$ cat src/hdl/tlbm_pkg.sv
`timescale 1ns / 1ps
// ----------------------------------------------------------------------------
// tlbm_pkg: shared types and constants of the translation table unit
// Field layout of the stream words, action codes, table geometry and the
// command/status bundles between the controller and the datapath.
// ----------------------------------------------------------------------------
package tlbm_pkg;

  // Table geometry.
  localparam int ENTRY_COUNT = 64;
  localparam int IDX_W       = $clog2(ENTRY_COUNT);
  localparam int STEP_W      = $clog2(ENTRY_COUNT + 1);

  // Field widths.
  localparam int ACT_W    = 2;
  localparam int ADDR_W   = 32;
  localparam int PN_W     = 22;
  localparam int SIZE_W   = 2;
  localparam int PAGE_SH  = 10;
  localparam int BYTES_W  = 21;
  localparam int REGION_W = 27;

  // Input word layout, lowest bit first.
  localparam int IN_ADDR_LO  = 0;
  localparam int IN_IDX_LO   = IN_ADDR_LO + ADDR_W;
  localparam int IN_VPN_LO   = IN_IDX_LO + IDX_W;
  localparam int IN_PPN_LO   = IN_VPN_LO + PN_W;
  localparam int IN_SIZE_LO  = IN_PPN_LO + PN_W;
  localparam int IN_AV_BIT   = IN_SIZE_LO + SIZE_W;
  localparam int IN_DV_BIT   = IN_AV_BIT + 1;
  localparam int IN_USED_W   = IN_DV_BIT + 1;
  localparam int IN_DATA_W   = ((IN_USED_W + 7) / 8) * 8;

  // Output word layout, lowest bit first.
  localparam int OUT_HIT_BIT   = 0;
  localparam int OUT_PHYS_LO   = OUT_HIT_BIT + 1;
  localparam int OUT_BYTES_LO  = OUT_PHYS_LO + ADDR_W;
  localparam int OUT_REGION_LO = OUT_BYTES_LO + BYTES_W;
  localparam int OUT_USED_W    = OUT_REGION_LO + REGION_W;
  localparam int OUT_DATA_W    = ((OUT_USED_W + 7) / 8) * 8;

  // Reset value of the walk start register and the packed page size shifts.
  localparam logic [ADDR_W-1:0] REGION_BASE_RESET = 32'h0810_0000;
  localparam logic [31:0]       SIZE_SHIFTS       = 32'h1410_0c0a;

  // Action codes carried on the input tuser.
  typedef enum logic [ACT_W-1:0] {
    ACT_WRITE     = 2'd0,
    ACT_TRANSLATE = 2'd1,
    ACT_MEASURE   = 2'd2,
    ACT_NONE      = 2'd3
  } action_t;

  // Commands from the controller to the datapath.
  typedef struct packed {
    logic load;
    logic write;
    logic compare;
    logic select;
    logic step;
    logic out_load;
  } cmd_t;

  // Status from the datapath to the controller.
  typedef struct packed {
    logic hit;
    logic steps_last;
    logic measure;
    logic out_free;
  } sts_t;

  // Page size in bytes for a size code.
  function automatic logic [BYTES_W-1:0] page_bytes(input logic [SIZE_W-1:0] code);
    logic [7:0] sh;
    sh = 8'((SIZE_SHIFTS >> {code, 3'b000}) & 32'h0000_00ff);
    return BYTES_W'(1) << sh[4:0];
  endfunction

endpackage

$ cat src/hdl/tlbm_ctrl.sv
`timescale 1ns / 1ps
// ----------------------------------------------------------------------------
// tlbm_ctrl: sequencing controller of the translation table unit
// Accepts one transaction at a time and steps the datapath through
// write, compare, select and accumulate phases until the result is loaded.
// ----------------------------------------------------------------------------
module tlbm_ctrl (
  input  logic                          clk,
  input  logic                          rst,
  input  logic                          s_tvalid,
  output logic                          s_tready,
  input  logic [tlbm_pkg::ACT_W-1:0]    s_action,
  output tlbm_pkg::cmd_t                cmd,
  input  tlbm_pkg::sts_t                sts
);
  import tlbm_pkg::*;

  typedef enum logic [5:0] {
    S_IDLE = 6'b000001,
    S_WR   = 6'b000010,
    S_CMP  = 6'b000100,
    S_SEL  = 6'b001000,
    S_ACC  = 6'b010000,
    S_DONE = 6'b100000
  } state_t;

  state_t state;
  state_t state_next;

  // State register.
  always_ff @(posedge clk) begin
    if (rst) begin
      state <= S_IDLE;
    end else begin
      state <= state_next;
    end
  end

  assign s_tready = (state == S_IDLE);

  // Next state and command decode.
  always_comb begin
    state_next = state;
    cmd        = '0;
    case (state)
      S_IDLE: begin
        if (s_tvalid) begin
          cmd.load = 1'b1;
          case (s_action)
            ACT_WRITE:     state_next = S_WR;
            ACT_TRANSLATE: state_next = S_CMP;
            ACT_MEASURE:   state_next = S_CMP;
            default:       state_next = S_DONE;
          endcase
        end
      end
      S_WR: begin
        cmd.write  = 1'b1;
        state_next = S_DONE;
      end
      S_CMP: begin
        cmd.compare = 1'b1;
        state_next  = S_SEL;
      end
      S_SEL: begin
        cmd.select = 1'b1;
        state_next = S_ACC;
      end
      S_ACC: begin
        // A measure walk goes on while pages keep hitting and the step limit is not reached.
        cmd.step = 1'b1;
        if (sts.measure && sts.hit && !sts.steps_last) begin
          state_next = S_CMP;
        end else begin
          state_next = S_DONE;
        end
      end
      S_DONE: begin
        if (sts.out_free) begin
          cmd.out_load = 1'b1;
          state_next   = S_IDLE;
        end
      end
      default: begin
        state_next = S_IDLE;
      end
    endcase
  end

endmodule

$ cat src/hdl/tlbm_datapath.sv
`timescale 1ns / 1ps
// ----------------------------------------------------------------------------
// tlbm_datapath: table storage, lookup and walk arithmetic
// Holds the valid bits and page numbers in flops for the parallel compare,
// the physical side in a small memory, and the output register.
// ----------------------------------------------------------------------------
module tlbm_datapath (
  input  logic                               clk,
  input  logic                               rst,
  input  logic                               cfg_we,
  input  logic [tlbm_pkg::ADDR_W-1:0]        cfg_wdata,
  input  logic [tlbm_pkg::IN_DATA_W-1:0]     s_tdata,
  input  logic [tlbm_pkg::ACT_W-1:0]         s_tuser,
  input  tlbm_pkg::cmd_t                     cmd,
  output tlbm_pkg::sts_t                     sts,
  output logic                               m_tvalid,
  input  logic                               m_tready,
  output logic [tlbm_pkg::OUT_DATA_W-1:0]    m_tdata
);
  import tlbm_pkg::*;

  localparam int ENT_W = PN_W + SIZE_W;

  // Configuration and latched transaction fields.
  logic [ADDR_W-1:0]   region_base;
  logic [ACT_W-1:0]    act_q;
  logic [IDX_W-1:0]    idx_q;
  logic [PN_W-1:0]     vpn_q;
  logic [PN_W-1:0]     ppn_q;
  logic [SIZE_W-1:0]   size_q;
  logic                valid_q;

  // Table storage.
  logic [ENTRY_COUNT-1:0] entry_valid;
  logic [PN_W-1:0]        entry_vpn [ENTRY_COUNT];
  logic [ENT_W-1:0]       mem [ENTRY_COUNT];

  // Lookup and walk state.
  logic [ADDR_W-1:0]      lookup_addr;
  logic [ENTRY_COUNT-1:0] match_comb;
  logic [ENTRY_COUNT-1:0] match_vec;
  logic [IDX_W-1:0]       hit_idx;
  logic                   hit_q;
  logic [ENT_W-1:0]       ram_q;
  logic [BYTES_W-1:0]     hit_bytes;
  logic [REGION_W-1:0]    total;
  logic [STEP_W-1:0]      steps;

  // Result.
  logic [OUT_DATA_W-1:0]  result;
  logic                   out_valid;
  logic [OUT_DATA_W-1:0]  out_data;

  // Walk start register.
  always_ff @(posedge clk) begin
    if (rst) begin
      region_base <= REGION_BASE_RESET;
    end else if (cfg_we) begin
      region_base <= cfg_wdata;
    end
  end

  // Capture the accepted transaction and set up the first lookup address.
  always_ff @(posedge clk) begin
    if (cmd.load) begin
      act_q   <= s_tuser;
      idx_q   <= s_tdata[IN_IDX_LO +: IDX_W];
      vpn_q   <= s_tdata[IN_VPN_LO +: PN_W];
      ppn_q   <= s_tdata[IN_PPN_LO +: PN_W];
      size_q  <= s_tdata[IN_SIZE_LO +: SIZE_W];
      valid_q <= s_tdata[IN_AV_BIT] & s_tdata[IN_DV_BIT];
    end
  end

  // Valid bits clear at reset; an entry counts only with both valids set.
  always_ff @(posedge clk) begin
    if (rst) begin
      entry_valid <= '0;
    end else if (cmd.write) begin
      entry_valid[idx_q] <= valid_q;
    end
  end

  // Virtual page numbers, each compared in place.
  always_ff @(posedge clk) begin
    if (cmd.write) begin
      entry_vpn[idx_q] <= vpn_q;
    end
  end

  // Physical page number and size code memory, read at the winning index.
  always_ff @(posedge clk) begin
    if (cmd.write) begin
      mem[idx_q] <= {size_q, ppn_q};
    end
    if (cmd.select) begin
      ram_q <= mem[hit_idx];
    end
  end

  // Parallel compare of the lookup address against every entry.
  always_comb begin
    for (int i = 0; i < ENTRY_COUNT; i++) begin
      match_comb[i] = entry_valid[i] && ({entry_vpn[i], PAGE_SH'(0)} == lookup_addr);
    end
  end

  // Lowest matching index wins.
  always_comb begin
    hit_idx = '0;
    for (int i = ENTRY_COUNT - 1; i >= 0; i--) begin
      if (match_vec[i]) begin
        hit_idx = IDX_W'(i);
      end
    end
  end

  assign hit_bytes = hit_q ? page_bytes(ram_q[PN_W +: SIZE_W]) : '0;

  // Match vector, hit flag and walk accumulation.
  always_ff @(posedge clk) begin
    if (cmd.load) begin
      lookup_addr <= (s_tuser == ACT_MEASURE) ? region_base : s_tdata[IN_ADDR_LO +: ADDR_W];
      total       <= '0;
      steps       <= '0;
    end else if (cmd.step && (act_q == ACT_MEASURE) && hit_q) begin
      lookup_addr <= lookup_addr + ADDR_W'(hit_bytes);
      total       <= total + REGION_W'(hit_bytes);
      steps       <= steps + STEP_W'(1);
    end
    if (cmd.compare) begin
      match_vec <= match_comb;
    end
    if (cmd.select) begin
      hit_q <= |match_vec;
    end
  end

  // Result word. The walk total stays below 2^27 since at most
  // ENTRY_COUNT pages of at most 1 MB are summed.
  always_comb begin
    result = '0;
    case (act_q)
      ACT_TRANSLATE: begin
        result[OUT_HIT_BIT]              = hit_q;
        result[OUT_PHYS_LO +: ADDR_W]    = hit_q ? {ram_q[PN_W-1:0], PAGE_SH'(0)} : '1;
        result[OUT_BYTES_LO +: BYTES_W]  = hit_bytes;
      end
      ACT_MEASURE: begin
        result[OUT_REGION_LO +: REGION_W] = total;
      end
      default: begin
        result = '0;
      end
    endcase
  end

  // Output register: holds a result until the receiver takes it.
  always_ff @(posedge clk) begin
    if (rst) begin
      out_valid <= 1'b0;
    end else if (cmd.out_load) begin
      out_valid <= 1'b1;
    end else if (m_tready) begin
      out_valid <= 1'b0;
    end
  end

  always_ff @(posedge clk) begin
    if (cmd.out_load) begin
      out_data <= result;
    end
  end

  assign m_tvalid = out_valid;
  assign m_tdata  = out_data;

  // Status to the controller.
  assign sts.hit        = hit_q;
  assign sts.steps_last = (steps == STEP_W'(ENTRY_COUNT - 1));
  assign sts.measure    = (act_q == ACT_MEASURE);
  assign sts.out_free   = !out_valid || m_tready;

endmodule

$ cat src/hdl/tlb_translate_and_region_measure_unit.sv
`timescale 1ns / 1ps
// ----------------------------------------------------------------------------
// tlb_translate_and_region_measure_unit: 64-entry translation table
// Writes table entries, translates page addresses and measures the run of
// contiguous mapped pages that starts at a configurable base address.
// ----------------------------------------------------------------------------
// Usage:
//   The input stream carries the action code on s_tuser and the address and
//   entry fields on s_tdata. Every input transaction yields exactly one
//   output transaction on m_tdata. cfg_we/cfg_wdata load the walk start
//   address; write it only while the unit is idle.
// Sequencing:
//   One transaction is in work at a time. A write passes the states S_WR
//   and S_DONE, a translate S_CMP, S_SEL, S_ACC and S_DONE. A measure runs
//   one lookup per pass through S_CMP, S_SEL and S_ACC (compare, memory
//   read at the winning index, add) and ends on a miss or when all 64 steps
//   hit. Each lookup goes through the shared compare array and the table
//   memory in turn.
// Reset:
//   rst clears every valid bit of the table and restores the walk start
//   address to 0x0810_0000; no clearing pass is needed.
// Stalls:
//   A result waits in the output register while m_tready is low; the unit
//   takes the next transaction meanwhile and holds its result until the
//   register is free.
// ----------------------------------------------------------------------------
module tlb_translate_and_region_measure_unit (
  input  logic                                clk,
  input  logic                                rst,
  input  logic                                cfg_we,
  input  logic [tlbm_pkg::ADDR_W-1:0]         cfg_wdata,
  input  logic                                s_tvalid,
  output logic                                s_tready,
  // page_addr, entry_index, entry_vpn, entry_ppn, entry_size_code,
  // entry_addr_valid, entry_data_valid, zero fill
  input  logic [tlbm_pkg::IN_DATA_W-1:0]      s_tdata,
  // action
  input  logic [tlbm_pkg::ACT_W-1:0]          s_tuser,
  output logic                                m_tvalid,
  input  logic                                m_tready,
  // hit, phys_addr, page_bytes, region_bytes, zero fill
  output logic [tlbm_pkg::OUT_DATA_W-1:0]     m_tdata
);
  import tlbm_pkg::*;

  cmd_t cmd;
  sts_t sts;

  tlbm_ctrl u_ctrl (
    .clk      (clk),
    .rst      (rst),
    .s_tvalid (s_tvalid),
    .s_tready (s_tready),
    .s_action (s_tuser),
    .cmd      (cmd),
    .sts      (sts)
  );

  tlbm_datapath u_datapath (
    .clk       (clk),
    .rst       (rst),
    .cfg_we    (cfg_we),
    .cfg_wdata (cfg_wdata),
    .s_tdata   (s_tdata),
    .s_tuser   (s_tuser),
    .cmd       (cmd),
    .sts       (sts),
    .m_tvalid  (m_tvalid),
    .m_tready  (m_tready),
    .m_tdata   (m_tdata)
  );

  // One transaction at a time: the unit is busy right after an acceptance.
  assert property (@(posedge clk) disable iff (rst)
    (s_tvalid && s_tready) |=> !s_tready)
    else $error("input accepted while a transaction is in work");

  // A hit always reports exactly one page size.
  assert property (@(posedge clk) disable iff (rst)
    (m_tvalid && m_tdata[OUT_HIT_BIT]) |-> $onehot(m_tdata[OUT_BYTES_LO +: BYTES_W]))
    else $error("hit without a single page size");

  // Measured regions are whole 1 KB pages.
  assert property (@(posedge clk) disable iff (rst)
    m_tvalid |-> (m_tdata[OUT_REGION_LO +: PAGE_SH] == '0))
    else $error("region total not page aligned");

endmodule
$ cat config.mk
export PLATFORM = sky130hd
export DESIGN_NAME = tlb_translate_and_region_measure_unit
export DESIGN_NICKNAME = d
export VERILOG_FILES = /design/src/hdl/tlbm_pkg.sv /design/src/hdl/tlbm_ctrl.sv /design/src/hdl/tlbm_datapath.sv /design/src/hdl/tlb_translate_and_region_measure_unit.sv
export SDC_FILE = /design/constraint.sdc
export NUM_CORES = 2
export LEC_CHECK = 0
export BUFFER_PORTS_ARGS = -buffer_cell sky130_fd_sc_hd__buf_2
export CAP_MARGIN = 15
export CORE_UTILIZATION = 60
export DETAILED_ROUTE_END_ITERATION = 8
export PLACE_DENSITY_LB_ADDON = 0.08
export SETUP_SLACK_MARGIN = 0.4
export SLEW_MARGIN = 20
export SYNTH_ARGS = -nofsm -noshare
export SYNTH_HDL_FRONTEND = slang
export SYNTH_HIERARCHICAL = 1
export SYNTH_SLANG_ARGS = --single-unit
export TNS_END_PERCENT = 100
$ cat constraint.sdc
create_clock -name clk -period 8.05 [get_ports clk]
set_clock_uncertainty 0.1 [all_clocks]
set_input_delay 0.805 -clock clk [delete_from_list [all_inputs] [get_ports clk]]
set_output_delay 0.805 -clock clk [all_outputs]
set_load 0.005 [all_outputs]
==> impl_results.md <==
* Congestion Overflow GR at 0
* Clock root buffer: clkbuf_16
* Clock Latency Late Sink at between 900 and 1000 ps
* CP max FO at 46
* First-pass GRT wire length at 574 mm
* Internal at 29.6 mW
* First drt pass iteration count at 5
* Vias in the first global route at 77,194
* RSZ-0062 raised after global routing: false
* Critical path cell sequence: nor4_2, nand2_1, a31oi_1, o211ai_1, nand2_4, nand3_4, buf_4, o21ai_0, o32a_1, nand4b_1, or4_1
* YS warnings at 6
* Syn Area/Cell at 15.5 µm²
* Final GP Congestion at 0.871
* Fmax at 182 MHz
* Final critical-path required period at 5500 ps
* Initial Util at 60.3%
* Synth cell types at 89
* Core Util, Final at 68.2%
* Count leader, synth: edfxtp_1
* Final setup TNS at 0 ps
* Bufs and invs on worst path at 1
* Remaining routing DRC violations at 0
* Starting DRT DRC Count at 12,917
* Largest stage delay, worst path at about 640 ps
* Synth async-reset ratio at 0%
* Seq pwr share at 49.6%
* Final worst-path cycle share at 68.3%
* Total CTS buffers at 345
* Pin count of the biggest net entering global routing at 125
* Yosys reg bits at 3,318
* Max Cap Viol at 0
* # IOs at 217
* H-tree levels at 5
* Rows at 172
* Synthesized area at 132,000 µm²
* CTS sink count at 3,318
* DIE WIDTH at between 400 and 500 µm
* Comb power frac at 10.9%
* Max Buffers Root-to-Sink at 4
* Post-CTS sizing at 0
* Post-synth top area share at 72.2%
* Power Density at 261 nW/µm²
* Initial antenna violation count at 35
* Endpoint type of the worst setup path: flip-flop
* Crit-path slowest cell: nand2_4
* IO Port Bufs at 197
* Post-synth top cells: edfxtp_1 (3,181), xnor2_1 (1,248), nand2_1 (759)
* Setup CP Type: flip-flop to flip-flop
* Mapped Cells at 8,533
* Req. time, crit path at 8660 ps
* Max-slew headroom at 22.3%
* Filler cell count at 14,590
* Status: complete, no violations
* Routed Antenna Nets at 0
* DP HPWL at 213 mm
* Top_reg_cell synth: edfxtp_1
* Reg clk slew, reported paths at 60 ps
* Switching portion of total power at around a quarter
* Fin. max-slew vios at 0
* Post-synth EDFFs at 3,181
* Die height at 472 µm
* WL/cell at around 34 µm
* Routed vias at roughly 82,000
* CTS tree: built
* Leak Pwr at 47.4 nW
* Switching pwr at approximately 9.5 mW
* Syn-to-layout area delta at 13.1%
* Startpoint Class: flip-flop
* Core box area at roughly 220,000 µm²
* Synth top area cells: edfxtp_1 (72%), xnor2_1 (8.3%), nand2_1 (2.2%)
* Largest area contributor in the netlist: edfxtp_1
* Finish-stage setup viols at 0
* Nets at 9,120
* Post-synthesis sequential area ratio at between 70 and 80%
* Max VDD drop at between 0.0002 and 0.00025 V
* DRT Wirelength at 415 mm
* Worst Path Arrival at 6120 ps
* GRT Util Overall at 37.1%
* Vias/cell at between 6 and 7
* Die ar. at 222,000 µm²
* Final Hold Vio Count at 0
* Layout cells sized above 1 at 11.8%
* Critical path's top delay family: simple AND/OR/NAND/NOR gates
* Tightest Pin Transition at 1170 ps
* Tightest Hold Check Type: input pin to flip-flop
* Clock share of power at 39.5%
-- logic make-up after synthesis --
kind of cell / count (synthesis) / synth area share [%]
buffers and inverters: 553 / 1.76
AO/OA/AOI/OAI: 1086 / 5.85
other: 1 / 0.00283
adder cells (fa/ha/maj): 27 / 0.255
AND/OR/NAND/NOR: 1978 / 7.39
multiplexers: 110 / 0.838
flip-flops: 3318 / 74.2
XOR/XNOR: 1460 / 9.66
-- registers in the layout (all words and copies together), names as in the netlist, 2 cells and up --
name,count
u_datapath/entry_vpn,1408
u_datapath/steps,7
u_datapath/match_vec,64
u_datapath/m_tdata,61
u_datapath/ppn_q,22
u_datapath/region_base,32
u_datapath/entry_valid,64
u_datapath/act_q,2
u_datapath/ram_q,24
u_datapath/total,27
u_datapath/mem,1536
u_ctrl/state,6
u_datapath/lookup_addr,32
u_datapath/vpn_q,22
u_datapath/size_q,2
u_datapath/idx_q,6
-- power groups by stage --
stage	clock (mW)	combinational, mW	sequential [mW]
after CTS	15.5	4.15	19.4
final	15.4	4.25	19.4
after detailed placement	0	4.10	19.8
after floorplan	0	2.22	20.0
after global placement	0	4.03	19.8
after global routing	16.2	4.39	19.4
-- final cells by class --
type / instances / area, µm² / area share, %
inverters: 42 / 159 / 0.106
flip-flops and latches: 3318 / 98300 / 65.6
clock inverters: 174 / 1560 / 1.04
clock buffers: 432 / 9210 / 6.15
multi-input cells: 4698 / 32600 / 21.8
diodes: 6 / 15.0 / 0.0100
well taps: 2871 / 3590 / 2.40
repair buffers: 561 / 4330 / 2.89
-- cell usage in the layout (no fill, tap or decap), types with 18 or more instances in the layout --
master	instances
nor2_4	73
nand2_1	756
dlygate4sd3_1	87
nor4_1	186
o22ai_1	32
clkinv_1	67
dfxtp_1	137
xnor2_1	1248
nor2_1	191
a21oi_1	159
bufinv_16	28
ha_1	27
nor2b_1	24
xor2_1	212
and2_1	37
a311oi_1	34
buf_2	196
clkbuf_1	68
nand4_1	352
clkbuf_16	350
mux2i_1	104
o221ai_1	263
and3_1	146
clkinv_2	58
a211oi_1	63
buf_12	28
buf_4	248
edfxtp_1	3181
nand3_1	74
inv_1	41
or4_1	23
a31oi_1	201
nor3_1	36
nand2b_1	18
conb_1	37
o21ai_0	148
-- worst paths after layout --
kind	from	endpoint	slack, ps	cells after the start
setup reg to reg	u_datapath/match_vec[43]$_DFFE_PP_	u_datapath/ram_q[16]$_DFFE_PP_	2550	11
setup / recovery	u_datapath/match_vec[43]$_DFFE_PP_	u_datapath/ram_q[16]$_DFFE_PP_	2550	11
hold / removal	s_tuser[1]	u_datapath/act_q[1]$_DFFE_PP_	50	1
hold reg to reg	u_datapath/entry_valid[30]$_SDFFE_PP0P_	u_datapath/entry_valid[30]$_SDFFE_PP0P_	380	2
-- through the flow --
| step | std cells | total power, mW | hold WS, ps | area [µm²] | setup slack [ps] |
|---|---|---|---|---|---|
| 2_1_floorplan | 8569 | 22.2 | 348 | 132000 | 3660 |
| 3_3_place_gp | 11398 | 23.8 | 359 | 138000 | 2780 |
| 3_5_place_dp | 11401 | 23.9 | 369 | 138000 | 2700 |
| 4_1_cts | 12094 | 39.1 | 8.61 | 150000 | 2700 |
| 5_1_grt | 12097 | 40.0 | 33.4 | 150000 | 2480 |
| 6_report | 12102 | 39.1 | 45.3 | 150000 | 2550 |
-- repair_timing --
item,CTS,global route
hold endpoints to repair,86,0
endpoints found under the setup margin,0,0
buffers inserted,0,0
hold buffers,87,0
-- metal layers --
metal / part of all wire, % / global-route usage [%] / vias up
met4: 3.8 / 13.1 / 14
met5: 0.024 / 0 / -
met1: 37 / 52.3 / 41623
li1: - / - / 33353
met2: 45 / 56.4 / 5923
met3: 14 / 9.30 / 913
Note: power is estimated with default switching activity, not from simulation.
